## config.mk

```make
export PLATFORM = sky130hd
export DESIGN_NAME = dit_row_lane
export DESIGN_NICKNAME = d
export VERILOG_FILES = /design/src/design/dit_pkg.sv /design/src/design/dit_row_lane.sv
export SDC_FILE = /design/constraint.sdc
export NUM_CORES = 2
export LEC_CHECK = 0
export ABC_AREA = 0
export BUFFER_PORTS_ARGS = -buffer_cell sky130_fd_sc_hd__buf_4
export CAP_MARGIN = 30
export CORE_ASPECT_RATIO = 0.7
export CORE_MARGIN = 4
export CORE_UTILIZATION = 55
export DETAILED_ROUTE_END_ITERATION = 6
export PLACE_DENSITY = 0.71
export SETUP_SLACK_MARGIN = 0.1
export SLEW_MARGIN = 10
export SYNTH_ARGS = -nofsm -noshare
export SYNTH_HDL_FRONTEND = slang
export SYNTH_SLANG_ARGS = --single-unit
```

## constraint.sdc

```tcl
create_clock -name clk_i -period 11.88 [get_ports clk_i]
set_clock_uncertainty 0.15 [all_clocks]
set_input_delay 2.376 -clock clk_i [delete_from_list [all_inputs] [get_ports clk_i]]
set_output_delay 2.376 -clock clk_i [all_outputs]
set_load 0.03 [all_outputs]
```

## src/design/dit_pkg.sv

```systemverilog
// Package for the dequantizing 8x8 inverse DCT: widths, control structs and the
// cosine weight table. Used by every module of the block; depends on nothing.
package dit_pkg;

  localparam int FRAC_BITS = 14;
  localparam int COEF_W    = 12;
  localparam int SCALE_W   = 8;
  localparam int PIX_W     = 16;
  localparam int X_W       = COEF_W + SCALE_W;
  localparam int WGT_W     = FRAC_BITS + 1;
  localparam int P1_W      = X_W + WGT_W;
  localparam int T_W       = P1_W + 3;
  localparam int TLO_W     = 18;
  localparam int THI_W     = T_W - TLO_W;
  localparam int P2_W      = T_W + WGT_W;
  localparam int ACC_W     = P2_W + 3;

  typedef logic signed [WGT_W-1:0] wgt_t;
  typedef logic signed [T_W-1:0]   tval_t;

  typedef struct packed {
    logic       v;
    logic [2:0] a;
    logic [2:0] k;
  } p1_ctl_t;

  typedef struct packed {
    logic       v;
    logic [2:0] k;
  } p2_ctl_t;

  localparam logic [31:0] HALF_COS_Q30 [9] = '{
    32'd536870912, 32'd526555088, 32'd496004047, 32'd446391849, 32'd379625062,
    32'd298269498, 32'd205451603, 32'd104738319, 32'd0
  };

  // Weight A[i][j] = c(i) * cos((2j+1) i pi / 16) with FRAC_BITS fraction bits.
  function automatic wgt_t weight(input logic [2:0] i, input logic [2:0] j);
    logic [6:0]  prod;
    logic [4:0]  m;
    logic        neg;
    logic [31:0] mag;
    logic [31:0] rnd;
    wgt_t        r;
    prod = 7'({3'b000, j, 1'b1}) * 7'({4'b0000, i});
    m    = prod[4:0];
    neg  = 1'b0;
    if (m > 5'd16) begin
      m = 5'(6'd32 - {1'b0, m});
    end
    if (m > 5'd8) begin
      m   = 5'd16 - m;
      neg = 1'b1;
    end
    if (i == 3'd0) begin
      mag = HALF_COS_Q30[4];
      neg = 1'b0;
    end else begin
      mag = HALF_COS_Q30[m[3:0]];
    end
    rnd = (mag + (32'd1 << (29 - FRAC_BITS))) >> (30 - FRAC_BITS);
    r   = rnd[WGT_W-1:0];
    return neg ? -r : r;
  endfunction

endpackage

```

## src/design/dit_row_lane.sv

```systemverilog
// Row pass lane: accumulates Y[a][b] = sum_k T[a][k] * A[k][b] with a split
// multiply, then rounds and saturates the sample. Depends on dit_pkg.
module dit_row_lane import dit_pkg::*; (
  input  logic                     clk_i,
  input  logic                     rst_ni,
  input  logic [2:0]               lane_idx_i,
  input  p2_ctl_t                  ctl_i,
  input  tval_t                    t_i,
  output logic signed [PIX_W-1:0]  pix_o,
  output logic                     done_o
);

  p2_ctl_t                        ctl2_q;
  logic signed [THI_W+WGT_W-1:0]  ph_q;
  logic signed [TLO_W+WGT_W:0]    pl_q;
  logic signed [ACC_W-1:0]        acc_q;
  logic signed [ACC_W-1:0]        term;
  logic                           done_q;
  wgt_t                           w;
  logic [ACC_W-1:0]               mag;
  logic [ACC_W-1:0]               rnd;

  assign w = weight(ctl_i.k, lane_idx_i);

  always_ff @(posedge clk_i or negedge rst_ni) begin
    if (!rst_ni) begin
      ctl2_q <= '0;
      done_q <= 1'b0;
    end else begin
      ctl2_q <= ctl_i;
      done_q <= ctl2_q.v && (ctl2_q.k == 3'd7);
    end
  end

  assign term = (ACC_W'(ph_q) <<< TLO_W) + ACC_W'(pl_q);

  always_ff @(posedge clk_i) begin
    ph_q <= (THI_W+WGT_W)'(signed'(t_i[T_W-1:TLO_W])) * (THI_W+WGT_W)'(w);
    pl_q <= (TLO_W+WGT_W+1)'(signed'({1'b0, t_i[TLO_W-1:0]})) * (TLO_W+WGT_W+1)'(w);
    if (ctl2_q.v) begin
      if (ctl2_q.k == 3'd0) begin
        acc_q <= term;
      end else begin
        acc_q <= acc_q + term;
      end
    end
  end

  // Round half away from zero on the magnitude, then saturate.
  always_comb begin
    mag = acc_q[ACC_W-1] ? ACC_W'(-acc_q) : ACC_W'(acc_q);
    rnd = (mag + (ACC_W'(1) << (2 * FRAC_BITS - 1))) >> (2 * FRAC_BITS);
    if (!acc_q[ACC_W-1]) begin
      pix_o = (rnd > ACC_W'(32767)) ? 16'sh7fff : signed'(rnd[PIX_W-1:0]);
    end else begin
      pix_o = (rnd > ACC_W'(32768)) ? 16'sh8000 : signed'(-rnd[PIX_W-1:0]);
    end
  end

  assign done_o = done_q;

endmodule

```

==> metrics.md <==
| Metric | Value |
|---|---|
| Iteration-0 DRC Markers | 1961 |
| First-pass GRT wire length | 136.0 mm |
| Routability Congestion | 0.9222 |
| Overall routed net length | 81.84 mm |
| Clk_lat worst skew | roughly 470 ps |
| CTS tree | yes |
| Final #Nets | between 4k and 5k |
| Critical Path Most Common Cell | fa_1 |
| Async SR Flop Fraction | 0.03846 |
| Clock Root Buffer | clkbuf_16 |
| Syn avg cell area | 8.616 um^2 |
| # setup viols final | 17 |
| Total CTS buffers | 17 |
| Post-Syn Area | around 31000 um^2 |
| Depth of the CTS H-tree | 4 |
| I/O Pins | 64 |
| Worst slack at placement | -667.4 ps |
| Main synth FF type | dfxtp_1 |
| Layout Utilization | 0.6591 |
| FILL cells | around 4.5k |
| Yosys reg bits | 130 |
| Number of global-route vias before repair | 26.06k |
| Final hold vios | 0 |
| Total gr overflow | 0 |
| Final worst setup slack | -210.9 ps |
| PortBufs | 63 |
| Commonest cells post-synth | 582 x inv_1, 507 x nand2_1, 499 x fa_1, 310 x ha_1, 186 x nor2_1 |
| ANT nets after route | 0 |
| Critical path class | in2reg |
| Site row count | 72 |
| Crit start category | input pin |
| DIE AREA | 60450 um^2 |
| WL met3 | 7.625 mm |
| Maxcap violations | 0 |
| Area delta synth->final | 17.86% |
| Crit path DAT | around 12000 ps |
| Worst-margin pin slew | 852.7 ps |
| Initial core utilization | 0.5592 |
| Synth area leaders | fa_1 32%, ha_1 12%, inv_1 7.0%, nand2_1 6.1%, edfxtp_1 5.4% |
| Sequential area share after synthesis | 0.1026 |
| TritonRoute pass-1 iters | 7 |
| # DRC | 1 |
| Multi-input gate area | ~26000 um^2 |
| CTS Sinks | 130 |
| Routed via count | 25.81k |
| Slew HR | 0.4315 |
| Clock slew at reported path FFs | 70 ps |
| Max Used Layer | met4 |
| Hpwl dp | 65.30 mm |
| Status | complete, but fails checks |
| Number of vias per cell | 5.600 |
| Unique masters post-synth | 91 |
| Area leader, netlist | fa_1 |
| FMAX | about 0.083 GHz |
| Core area | 55580 um^2 |
| Cells after Synth | 3608 |
| Post-synth EDFFs | 56 |
| Mapped Nets | between 4k and 5k |
| Clock Path Buffers | 2 |
| YS warnings | 0 |
| Slew Viols, Final | 0 |
| Layout cells sized above 1 | 0.1733 |
| Wirelength per Cell | 17.76 um |
| Failing checks | DRC, setup timing |
| DR WL met2 | 33.87 mm |
| Largest net degree at the start of global routing | 83 |
| Slowest stage cell, crit path | or4_4 |
| Peak fanout along the critical path | 6 |
| DRT met1 WL | 39.18 mm |
| Slowest cell delay on critical path | approximately 540 ps |
| Most frequent cell after synthesis | inv_1 |
| Initial antenna violation count | 2 |
| Synth top area share | 0.3214 |
| Flip-flop and latch area | 3189 um^2 |
| Critical Path RT | ~12000 ps |
| Die X | ~290 um |
| Die height | 206.9 um |
| HP Class | reg2reg |
| RSZ-0062 raised after global routing | yes |
| Period Utilization, post-route | 1.018 |
| CP endpoint kind | register |
| Global Route Usage Sum | 0.2771 |
| Minimum clock period | 12090 ps |
[critical path, delay by kind of cell]
kind	cells	cell delay, ps
buffers and inverters	14	1300
multiplexers	2	360
AO/OA/AOI/OAI	10	1620
AND/OR/NAND/NOR	10	1560
XOR/XNOR	4	690
adder cells (fa/ha/maj)	11	4390
[per-stage QoR]
step | hold WS (ps) | area [um^2] | setup TNS (ps) | instances
after floorplan | 347.7 | 32070 | -4870 | 3608
after global placement | 371.6 | 34910 | -9067 | 4525
after detailed placement | 391.2 | 34910 | -13460 | 4525
after CTS | 400.0 | 36080 | -65.65 | 4590
after global routing | 423.7 | 36640 | -11510 | 4609
final | 397.7 | 36640 | -1911 | 4609
[placed cells by master (no fill, tap or decap), drive strengths merged, types with 21 or more instances in the layout]
cell    Yosys  layout
a211oi     24      24
xor2       61      61
and2      180     180
and3       28      28
buf        18     372
o31ai      21      21
nand3      45      45
nand2     507     507
ha        310     310
nand2b     31      31
fa        499     499
dfxtp      69      69
nor3       62      62
o21ai      89      89
nand4      25      25
inv       582     592
nor2      189     189
a21oi     177     177
edfxtp     56      56
xnor2     141     141
o21a       23      23
o21bai     24      24
a21o       67      67
[flip-flops by register name, summed over array words and instances, names as in the netlist]
signal  cells
acc_q      56
ph_q       35
pl_q       34
ctl2_q      4
done_o      1
[path summary, 6_finish.rpt]
path | startpoint | to | slack [ps] | depth (start not counted)
min in group asynchronous | rst_ni | ctl2_q[2] | 1570 | 1
max in group asynchronous | rst_ni | ctl2_q[3] | 9850 | 1
max reg2reg | pl_q[33] | acc_q[55] | 5840 | 19
max | ctl_i[2] | pl_q[31] | -210 | 51
min reg2reg | pl_q[5] | acc_q[5] | 400 | 2
min | pl_q[5] | acc_q[5] | 400 | 2
[layout make-up]
class	count	area share
Clock inverter	15	0.004372
Timing Repair Buffer	374	0.09115
Tap cell	740	0.02527
Antenna cell	2	0.0001366
Inverter	583	0.05980
Multi-Input combinational cell	2748	0.7206
Sequential cell	130	0.08706
Clock buffer	17	0.01161
[repair_timing]
item,in CTS,in global routing
hold buffers,0,0
pin swaps,28,55
setup buffers,30,15
resized for setup,60,68
gates cloned,3,2
setup endpoints to repair,19,40
[layer usage]
layer  vias up  track usage
met5         -            0
met4         0      0.05005
met3        72      0.06374
met2      1008       0.4105
met1     12530       0.4204
li1      12200            -
[kinds of logic after synthesis]
| logic type | synth area share |
|---|---|
| AO/OA/AOI/OAI | 0.1229 |
| XOR/XNOR | 0.05764 |
| adder cells (fa/ha/maj) | 0.4461 |
| buffers and inverters | 0.08920 |
| flip-flops | 0.1026 |
| multiplexers | 0.004106 |
| AND/OR/NAND/NOR | 0.1774 |
Power is left out: the tool's default activity adds up to more than one toggle a clock period on the data nets, which glitch-free logic cannot reach.
