## src/design/dit_pkg.sv

```systemverilog
// Package for the dequantizing 8x8 inverse DCT: widths, control structs and the
// cosine weight table. Used by every module of the block; depends on nothing.
package dit_pkg;

  localparam int FRAC_BITS = 14;
  localparam int COEF_W    = 12;
  localparam int SCALE_W   = 8;
  localparam int PIX_W     = 16;
  localparam int X_W       = COEF_W + SCALE_W;
  localparam int WGT_W     = FRAC_BITS + 1;
  localparam int P1_W      = X_W + WGT_W;
  localparam int T_W       = P1_W + 3;
  localparam int TLO_W     = 18;
  localparam int THI_W     = T_W - TLO_W;
  localparam int P2_W      = T_W + WGT_W;
  localparam int ACC_W     = P2_W + 3;

  typedef logic signed [WGT_W-1:0] wgt_t;
  typedef logic signed [T_W-1:0]   tval_t;

  typedef struct packed {
    logic       v;
    logic [2:0] a;
    logic [2:0] k;
  } p1_ctl_t;

  typedef struct packed {
    logic       v;
    logic [2:0] k;
  } p2_ctl_t;

  localparam logic [31:0] HALF_COS_Q30 [9] = '{
    32'd536870912, 32'd526555088, 32'd496004047, 32'd446391849, 32'd379625062,
    32'd298269498, 32'd205451603, 32'd104738319, 32'd0
  };

  // Weight A[i][j] = c(i) * cos((2j+1) i pi / 16) with FRAC_BITS fraction bits.
  function automatic wgt_t weight(input logic [2:0] i, input logic [2:0] j);
    logic [6:0]  prod;
    logic [4:0]  m;
    logic        neg;
    logic [31:0] mag;
    logic [31:0] rnd;
    wgt_t        r;
    prod = 7'({3'b000, j, 1'b1}) * 7'({4'b0000, i});
    m    = prod[4:0];
    neg  = 1'b0;
    if (m > 5'd16) begin
      m = 5'(6'd32 - {1'b0, m});
    end
    if (m > 5'd8) begin
      m   = 5'd16 - m;
      neg = 1'b1;
    end
    if (i == 3'd0) begin
      mag = HALF_COS_Q30[4];
      neg = 1'b0;
    end else begin
      mag = HALF_COS_Q30[m[3:0]];
    end
    rnd = (mag + (32'd1 << (29 - FRAC_BITS))) >> (30 - FRAC_BITS);
    r   = rnd[WGT_W-1:0];
    return neg ? -r : r;
  endfunction

endpackage

```

## src/design/dit_col_lane.sv

```systemverilog
// Column pass lane: dequantizes one coefficient per cycle and accumulates
// T[a][b] = sum_k A[k][a] * X[k][b]. Depends on dit_pkg.
module dit_col_lane import dit_pkg::*; (
  input  logic                        clk_i,
  input  logic                        rst_ni,
  input  logic [2:0]                  lane_idx_i,
  input  p1_ctl_t                     ctl_i,
  input  logic signed [COEF_W-1:0]    coef_i,
  input  logic [SCALE_W-1:0]          dc_scale_i,
  input  logic [SCALE_W-1:0]          ac_scale_i,
  output tval_t                       sum_o,
  output logic                        done_o
);

  p1_ctl_t                  ctl2_q, ctl3_q;
  logic signed [X_W-1:0]    x_q;
  logic signed [P1_W-1:0]   p_q;
  tval_t                    acc_q;
  logic                     done_q;
  logic signed [SCALE_W:0]  scale;

  always_comb begin
    if (ctl_i.k == 3'd0 && lane_idx_i == 3'd0) begin
      scale = signed'({1'b0, dc_scale_i});
    end else begin
      scale = signed'({1'b0, ac_scale_i});
    end
  end

  always_ff @(posedge clk_i or negedge rst_ni) begin
    if (!rst_ni) begin
      ctl2_q <= '0;
      ctl3_q <= '0;
      done_q <= 1'b0;
    end else begin
      ctl2_q <= ctl_i;
      ctl3_q <= ctl2_q;
      done_q <= ctl3_q.v && (ctl3_q.k == 3'd7);
    end
  end

  always_ff @(posedge clk_i) begin
    x_q <= X_W'(coef_i) * X_W'(scale);
    p_q <= P1_W'(x_q) * P1_W'(weight(ctl2_q.k, ctl2_q.a));
    if (ctl3_q.v) begin
      if (ctl3_q.k == 3'd0) begin
        acc_q <= T_W'(p_q);
      end else begin
        acc_q <= acc_q + T_W'(p_q);
      end
    end
  end

  assign sum_o  = acc_q;
  assign done_o = done_q;

endmodule

```

## config.mk

```make
export PLATFORM = sky130hd
export DESIGN_NAME = dit_col_lane
export DESIGN_NICKNAME = d
export VERILOG_FILES = /design/src/design/dit_pkg.sv /design/src/design/dit_col_lane.sv
export SDC_FILE = /design/constraint.sdc
export NUM_CORES = 1
export LEC_CHECK = 0
export BUFFER_PORTS_ARGS = -buffer_cell sky130_fd_sc_hd__buf_4
export CORE_MARGIN = 4
export CORE_UTILIZATION = 40
export DETAILED_ROUTE_END_ITERATION = 12
export SETUP_SLACK_MARGIN = 0.5
export SYNTH_ARGS = -nofsm -noshare
export SYNTH_HDL_FRONTEND = slang
export SYNTH_SLANG_ARGS = --single-unit
```

## constraint.sdc

```tcl
create_clock -name clk_i -period 10.4 [get_ports clk_i]
set_input_delay 1.04 -clock clk_i [delete_from_list [all_inputs] [get_ports clk_i]]
set_output_delay 1.04 -clock clk_i [all_outputs]
set_load 0.02 [all_outputs]
```

==> impl_metrics.yaml, run 1 <==
cells_and_area:
  area_delta_synth_final_pct: 16.35
  antenna_cells: 0
  fin_util_pct: 47.09
  final_common_cell: "inv_1"
  n_fill_cell: 4721
  drive_gt1_share_pct: 16.12
  final_nets: 3003
  layout_common_cells: "inv_1 (431), fa_1 (356), nand2_1 (264)"
synthesis:
  syn_area_per_cell_sq_um: 9.020
  syn_inst: 2251
  ys.flop_type: "dfxtp_1"
  yosys_register_bits: 105
  yosys_warnings: 0
  seq_area_frac_synth_pct: 12.52
  synth_edf_count: 38
  async_flop_share_pct: 11.43
  synth_area_sq_um: 20300
  synth_nets: 2834
  synth_cell_type_count: 75
cts:
  htree_levels: 3
  cts_hold_buf: 0
  clk_pin_slew_worst_paths_ps: 80
  cts_root_buf: "clkbuf_16"
  cts.sinks: 105
  clkLatencyLatePin_ps: 390
  clockBufferDepth: 2
  tritoncts: "yes"
  cts_buffers: 9
place:
  io_buffers: 78
  dp_hpwl_um: 39130
  dp_slack_ps: -193.3
  gp_congestion: 0.8681
timing:
  setup_violations: 0
  period_needed_ps: 10370
  rsz0062_at_grt: "yes"
  worst_slew_pin_slew_ps: 992.7
  finalWorstSetupSlack_ps: 29.91
  timing_max_transition_violations_final: 0
  slew_headroom_pct: 31.93
  finalCritPeriodShare_pct: 99.71
  hold_violations: 0
  max_freq_ghz: 0.09643
  finClkSkew_ps: 10.54
drt:
  drt_iter0_markers: 828
  vias_per_cell: 4.976
  vias: 15410
  first_pass_iters: 5
  drt-total-wl_um: 47660
  drc: 0
  wl_per_cell_um: 15.39
  antenna_left: 0
global_routing:
  grt_max_degree: 42
  grt_pass1_wl_um: 80800
  antenna_found_initial: 0
  grt_pass1_vias: 16720
  grt-ovfl-total: 0
  track_usage_pct: 18.03
setup_path:
  cpLargestDelayFamily: "adder cells"
  slowest_delay_ps: 530
  critPathMostFrequentCell: "fa_1"
  required_ps: 10670
  path_buf_inv: 8
  cp.arrival_ps: 10640
  critPathSlowestCell: "fa_1"
  start_kind: "flip-flop"
  setup.worst_path.end_class: "flip-flop"
  worst-path-max-fanout: 5
  critPathKind: "reg2reg"
floorplanning:
  start_util_pct: 40.47
  rows: 82
  coreArea_sq_um: 50170
  fp.dieH_um: 233.3
  die_area_sq_um: 54430
  fp.dieW_um: 233.3
  pin_count: 79
job:
  maxCapViolCount: 0
run_status:
  status: "finished, final reports clean"
hold_path:
  min_path_type: "reg2reg"
-- cell type report --
| cell class | count | area [sq um] | share of cell area (%) |
|---|---|---|---|
| Multi-Input combinational cell | 1620 | 16330 | 69.14 |
| Timing Repair Buffer | 240 | 1931 | 8.172 |
| Inverter | 444 | 1672 | 7.075 |
| Clock inverter | 6 | 65.06 | 0.2754 |
| Tap cell | 672 | 840.8 | 3.559 |
| Sequential cell | 105 | 2544 | 10.77 |
| Clock buffer | 10 | 239.0 | 1.012 |
-- sequential cells by signal, summed over array words and instances (netlist names) --
name and count:
x_q 20, ctl3_q 4, sum_o 38, ctl2_q 7, done_o 1, p_q 35
-- logic make-up after synthesis --
family	share of synthesized area [%]
and+or+nand+nor	15.47
adders and majority gates	47.03
buffers and inverters	9.933
AOI/OAI and AO/OA	10.06
DFF	12.52
xor gates and xnor gates	4.455
muxes	0.5361
-- routing by layer --
layer / track usage [%] / vias to the layer above / wire (um)
li1: - / 7397 / -
met4: 4.688 / 0 / 793
met3: 2.293 / 58 / 1693
met5: 0 / - / 0
met1: 23.97 / 7688 / 21940
met2: 31.19 / 267 / 23230
-- synthesized netlist by cell type (all sizes together), types with 4 or more instances --
cell    instances  area [sq um]
a211oi         12         95.09
or2             8         50.05
o31ai           7         52.55
o21a           25         187.7
mux2i           6         60.06
and3           16         100.1
a21o           33         247.7
nand2         274          1028
a21oi          92         460.4
edfxtp         38          1141
ha            176          2202
nor2b          60         375.4
clkbuf         55         206.5
inv           444          1667
xor2           33         289.0
nor3           23         115.1
fa            367          7347
nor3b           5         37.54
o311ai          4         35.04
dfxtp          55          1101
xnor2          65         569.3
buf            27         143.9
and4            4         35.03
nand3          39         195.2
or3             9         56.30
o21ai          65         325.3
nand2b         20         125.1
a21boi          5         37.54
o211ai          7         57.55
mux2            4         48.79
dfrtp          12         300.3
a211o           5         43.79
a31oi          14         93.84
o21bai         12         90.09
nand4           5         31.28
nor2           85         319.1
nand3b          5         37.54
and2           89         558.0
-- stage by stage --
stage	instance area [sq um]	hold slack, ps	std cells	TNS [ps]
floorplan	20560	331.2	2251	-182.9
global placement	22610	338.1	3048	-329.1
detailed placement	22610	337.2	3048	-617.0
CTS	23210	355.5	3077	0
global route	23630	359.0	3097	-1529
finish	23630	352.5	3097	0
-- path summary, 6_finish.rpt --
kind / from / end / slack (ps) / cells after the start
max: ctl2_q[3] / p_q[33] / 30 / 44
max reg2reg: ctl2_q[3] / p_q[33] / 30 / 44
min reg2reg: ctl2_q[6] / ctl3_q[6] / 350 / 0
min: ctl2_q[6] / ctl3_q[6] / 350 / 0
max in group asynchronous: rst_ni / ctl3_q[6] / 9750 / 1
min in group asynchronous: rst_ni / ctl2_q[3] / 480 / 1
-- timing repair --
item,4_1_cts,5_1_grt
gates resized for setup,46,69
setup endpoints to repair,14,20
buffers inserted,13,20
pin swaps,50,84
Power of run 1 is left out: the tool's default activity adds up to more than one toggle a clock period on the data nets, which glitch-free logic cannot reach.
==> run 2, diff against run 1 <==
- MAX_ROUTING_LAYER: default -> met4
==> run 2 against run 1 <==
- non-clock buffer count grew 5
- die area is the same
- routed wire length grew 1.5%
- worst hold slack is essentially flat
- register-to-register slack gained 50 ps
- sequential cell count is the same
- cell area grew 0.32%
- critical path type unchanged
- critical endpoint unchanged
- highest routed layer unchanged
==> impl_metrics.yaml, run 2 (synthesis results as in run 1) <==
drt:
  first_pass_iters: 5
  antenna_left: 0
  wl_per_cell_um: 15.59
  drc: 0
  vias_per_cell: 4.983
  vias: 15460
  drt-total-wl_um: 48370
  drt_iter0_markers: 743
floorplanning:
  start_util_pct: 40.47
  coreArea_sq_um: 50170
  rows: 82
  fp.dieH_um: 233.3
  pin_count: 79
  die_area_sq_um: 54430
  fp.dieW_um: 233.3
place:
  placedCellCount: 3047
  io_buffers: 78
  gp_congestion: 0.8850
  dp_hpwl_um: 39610
hold_path:
  hold_depth: 0
  min_path_type: "reg2reg"
global_routing:
  grt_max_degree: 42
  track_usage_pct: 19.18
  grt-ovfl-total: 0
  grt_pass1_wl_um: 82730
  antenna_found_initial: 0
  grt_pass1_vias: 16760
cts:
  cts.sinks: 105
  htree_levels: 3
  clk_pin_slew_worst_paths_ps: 70
  cts_root_buf: "clkbuf_16"
  cts_buffers: 9
  tritoncts: "yes"
  clockBufferDepth: 2
  clkLatencyLatePin_ps: 390
setup_path:
  critPathKind: "reg2reg"
  critPathSlowestCell: "fa_1"
  critPathMostFrequentCell: "fa_1"
  cp.arrival_ps: 10580
  start_kind: "flip-flop"
  rr_worst_depth: 45
  slowest_delay_ps: 570
  setup.worst_path.end_class: "flip-flop"
  required_ps: 10660
  worst-path-max-fanout: 6
timing:
  hold_violations: 0
  period_needed_ps: 10320
  worst_slew_pin_slew_ps: 1023
  max_freq_ghz: 0.09690
  setup_tns_ps: 0
  finClkSkew_ps: 17.30
  timing.hold.ws_ps: 352.3
  setup_violations: 0
  finalCritPeriodShare_pct: 99.23
  timing_max_transition_violations_final: 0
  rsz0062_at_grt: "yes"
  slew_headroom_pct: 29.87
cells_and_area:
  drive_gt1_share_pct: 16.91
  antenna_cells: 0
  layout_common_cells: "inv_1 (431), fa_1 (355), nand2_1 (254)"
  largest_reg_flops: 38
  area_delta_synth_final_pct: 16.72
  fin_cells: 3102
  final_nets: 3008
  final_common_cell: "inv_1"
run_status:
  status: "finished, final reports clean"
job:
  maxCapViolCount: 0
-- run 2: final cells by class --
| type | instances | area [sq um] |
|---|---|---|
| sequential | 105 | 2544 |
| fill | 4699 | 26470 |
| timing repair buffer | 245 | 1993 |
| inverter | 444 | 1672 |
| tap | 672 | 840.8 |
| multi-input combinational | 1620 | 16390 |
| clock buffer | 12 | 236.5 |
| clock inverter | 4 | 28.78 |
-- run 2: metal layers --
layer,GRT usage [%],part of all wire [%]
met3,1.720,3.5
met1,25.11,46
met4,4.520,1.6
met5,-,0
met2,32.50,49
-- run 2: through the flow --
stage                     util, %  worst slack, ps  cell area, sq um
final                       47.24            80.03             23700
after global placement      45.04           -172.3             22600
after detailed placement    45.04           -333.3             22600
after floorplan                 -           -132.6             20560
after global routing        47.24           -338.3             23700
after CTS                   46.34            108.4             23250
-- run 2: path summary, 6_finish.rpt --
path / slack, ps / from / endpoint
worst max-delay path: 80 / ctl2_q[1] / p_q[33]
worst min-delay path: 350 / ctl2_q[6] / ctl3_q[6]
worst max register to register: 80 / ctl2_q[1] / p_q[33]
worst min register to register: 350 / ctl2_q[6] / ctl3_q[6]
max in group asynchronous: 9760 / rst_ni / ctl3_q[6]
min in group asynchronous: 480 / rst_ni / ctl2_q[2]
-- run 2: repair_timing --
item                                    in CTS  in global routing
setup buffers                               19                 19
gates cloned                                 0                  1
resized for setup                           63                 75
endpoints found under the setup margin      16                 19
hold buffers                                 0                  0
pin swaps                                   53                 74
-- run 2: worst max-delay path: cells and delay by family (launching register included) --
kind            cells  cell delay, ps
xor+xnor            4             940
mux                 1             340
buf+inv             7             370
flops               1             390
fa+ha+maj          12            4460
simple gates       10            1540
compound gates     11            2160
Power of run 2 is left out for the same reason.
==> run 3, diff against run 2 <==
- CAP_MARGIN: default -> 20
- CORE_ASPECT_RATIO: default -> 0.6
==> run 3 against run 2 <==
- the run now ends with setup timing left
- setup slack lost 98 ps
- sequential cell count did not move
- first-iteration DRC count up 39%
- cell area grew 0.49%
- die area rose by 0.22%
- global-route usage rose by 1.4 points
==> impl_metrics.yaml, run 3 (synthesis results as in run 1) <==
run_status:
  status: "complete, but fails checks"
  violations: "setup timing"
cts:
  clkLatencyLatePin_ps: 390
  tritoncts: "yes"
  cts_root_buf: "clkbuf_16"
  htree_levels: 3
  clockBufferDepth: 2
  cts_buffers: 9
  cts.sinks: 105
  clk_pin_slew_worst_paths_ps: 90
  cts_hold_buf: 0
global_routing:
  grt-ovfl-total: 0
  track_usage_pct: 20.54
  grt_pass1_vias: 16640
  antenna_found_initial: 0
  grt_pass1_wl_um: 88100
  grt_max_degree: 42
place:
  gp_congestion: 0.8941
  dp_hpwl_um: 44330
  io_buffers: 78
floorplanning:
  coreArea_sq_um: 49820
  die_area_sq_um: 54550
  fp.dieH_um: 182.5
  start_util_pct: 40.76
  pin_count: 79
  fp.dieW_um: 298.9
  rows: 63
setup_path:
  critPathMostFrequentCell: "fa_1"
  critPathKind: "reg2reg"
  timing.rr.end: "p_q[33]"
  r2r_start: "ctl2_q[1]"
  slowest_delay_ps: 560
  worst-path-max-fanout: 7
  cp.arrival_ps: 10690
  setup.worst_path.end_class: "flip-flop"
  rr_worst_depth: 44
  r2r_slack_ps: -20
  required_ps: 10670
  start_kind: "flip-flop"
  critPathSlowestCell: "fa_1"
cells_and_area:
  area_delta_synth_final_pct: 17.30
  drive_gt1_share_pct: 16.94
  largest_reg_flops: 38
  final_nets: 3022
  layout_common_cells: "inv_1 (433), fa_1 (351), nand2_1 (266)"
  fin_util_pct: 47.81
  final_common_cell: "inv_1"
drt:
  drc: 0
  antenna_left: 0
  first_pass_iters: 5
  drt_iter0_markers: 1034
  wl_per_cell_um: 16.87
  drt-total-wl_um: 52750
  vias: 15830
  vias_per_cell: 5.062
timing:
  timing_max_transition_violations_final: 0
  period_needed_ps: 10420
  rsz0062_at_grt: "yes"
  hold_violations: 0
  slew_headroom_pct: 36.86
  finalWorstSetupSlack_ps: -17.64
  worst_slew_pin_slew_ps: 947.2
  finClkSkew_ps: 22.72
  setup_violations: 1
  finalCritPeriodShare_pct: 100.2
  max_freq_ghz: 0.09599
hold_path:
  hold_depth: 0
  whs_endpoint: "ctl3_q[6]"
  min_path_type: "reg2reg"
  hp-start: "ctl2_q[6]"
job:
  maxCapViolCount: 0
[run 3: cell count changes in the layout (fill, tap and decap cells not counted), sizes merged]
cell      delta
inv          +2
buf         +14
clkinv       +2
diode        +1
clkinvlp     -1
clkbuf       -3
[run 3: area by class of cell]
class,instances,area (sq um)
Inverter,444,1674
Timing Repair Buffer,259,2047
Sequential cell,105,2544
Clock buffer,9,225.2
Tap cell,682,853.3
Multi-Input combinational cell,1620,16390
Fill cell,4722,26000
Clock inverter,7,80.08
Antenna cell,1,2.502
[run 3: worst max-delay path: cells and delay by family (launching register included)]
family	cells	cell delay (ps)
buffers and inverters	9	830
and+or+nand+nor	6	660
DFF	1	390
adders and majority gates	12	4810
muxes	1	330
xor gates and xnor gates	4	940
AOI/OAI and AO/OA	12	2360
[run 3: worst max-delay path by stage]
stage               startpoint      end  slack [ps]  cells after the start
finish               ctl2_q[1]  p_q[33]         -20                     44
global route         ctl2_q[1]  p_q[33]        -420                     44
CTS                  ctl2_q[1]  p_q[33]         -10                     45
detailed placement   ctl2_q[1]  p_q[34]        -340                     45
global placement     ctl2_q[1]  p_q[33]        -140                     42
floorplan            ctl2_q[0]  p_q[33]        -130                     46
[run 3: repair_timing]
item / in CTS / in global routing
setup buffers: 15 / 14
setup endpoints to repair: 16 / 21
gates cloned: 0 / 1
pin swaps: 49 / 66
resized for setup: 52 / 70
[run 3: per-stage QoR]
step | cells | area (sq um) | hold slack [ps] | setup slack (ps) | TNS (ps)
detailed placement | 3077 | 22740 | 353.4 | -335.9 | -1307
finish | 3127 | 23820 | 371.4 | -17.64 | -17.64
global route | 3126 | 23810 | 379.2 | -424.0 | -1644
global placement | 3075 | 22720 | 334.9 | -137.9 | -286.4
floorplan | 2251 | 20560 | 331.2 | -132.6 | -182.9
CTS | 3108 | 23360 | 370.0 | -10.11 | -10.11
[run 3: layer usage]
layer / GRT usage [%] / wire [um] / up-vias / share of wire (%)
li1: - / - / 7437 / -
met1: 31.28 / 26650 / 7914 / 51
met2: 29.25 / 21720 / 458 / 41
met3: 4.043 / 4110 / 21 / 7.8
met4: 1.899 / 267 / 0 / 0.51
met5: - / 0 / - / 0
Power of run 3 is left out for the same reason.
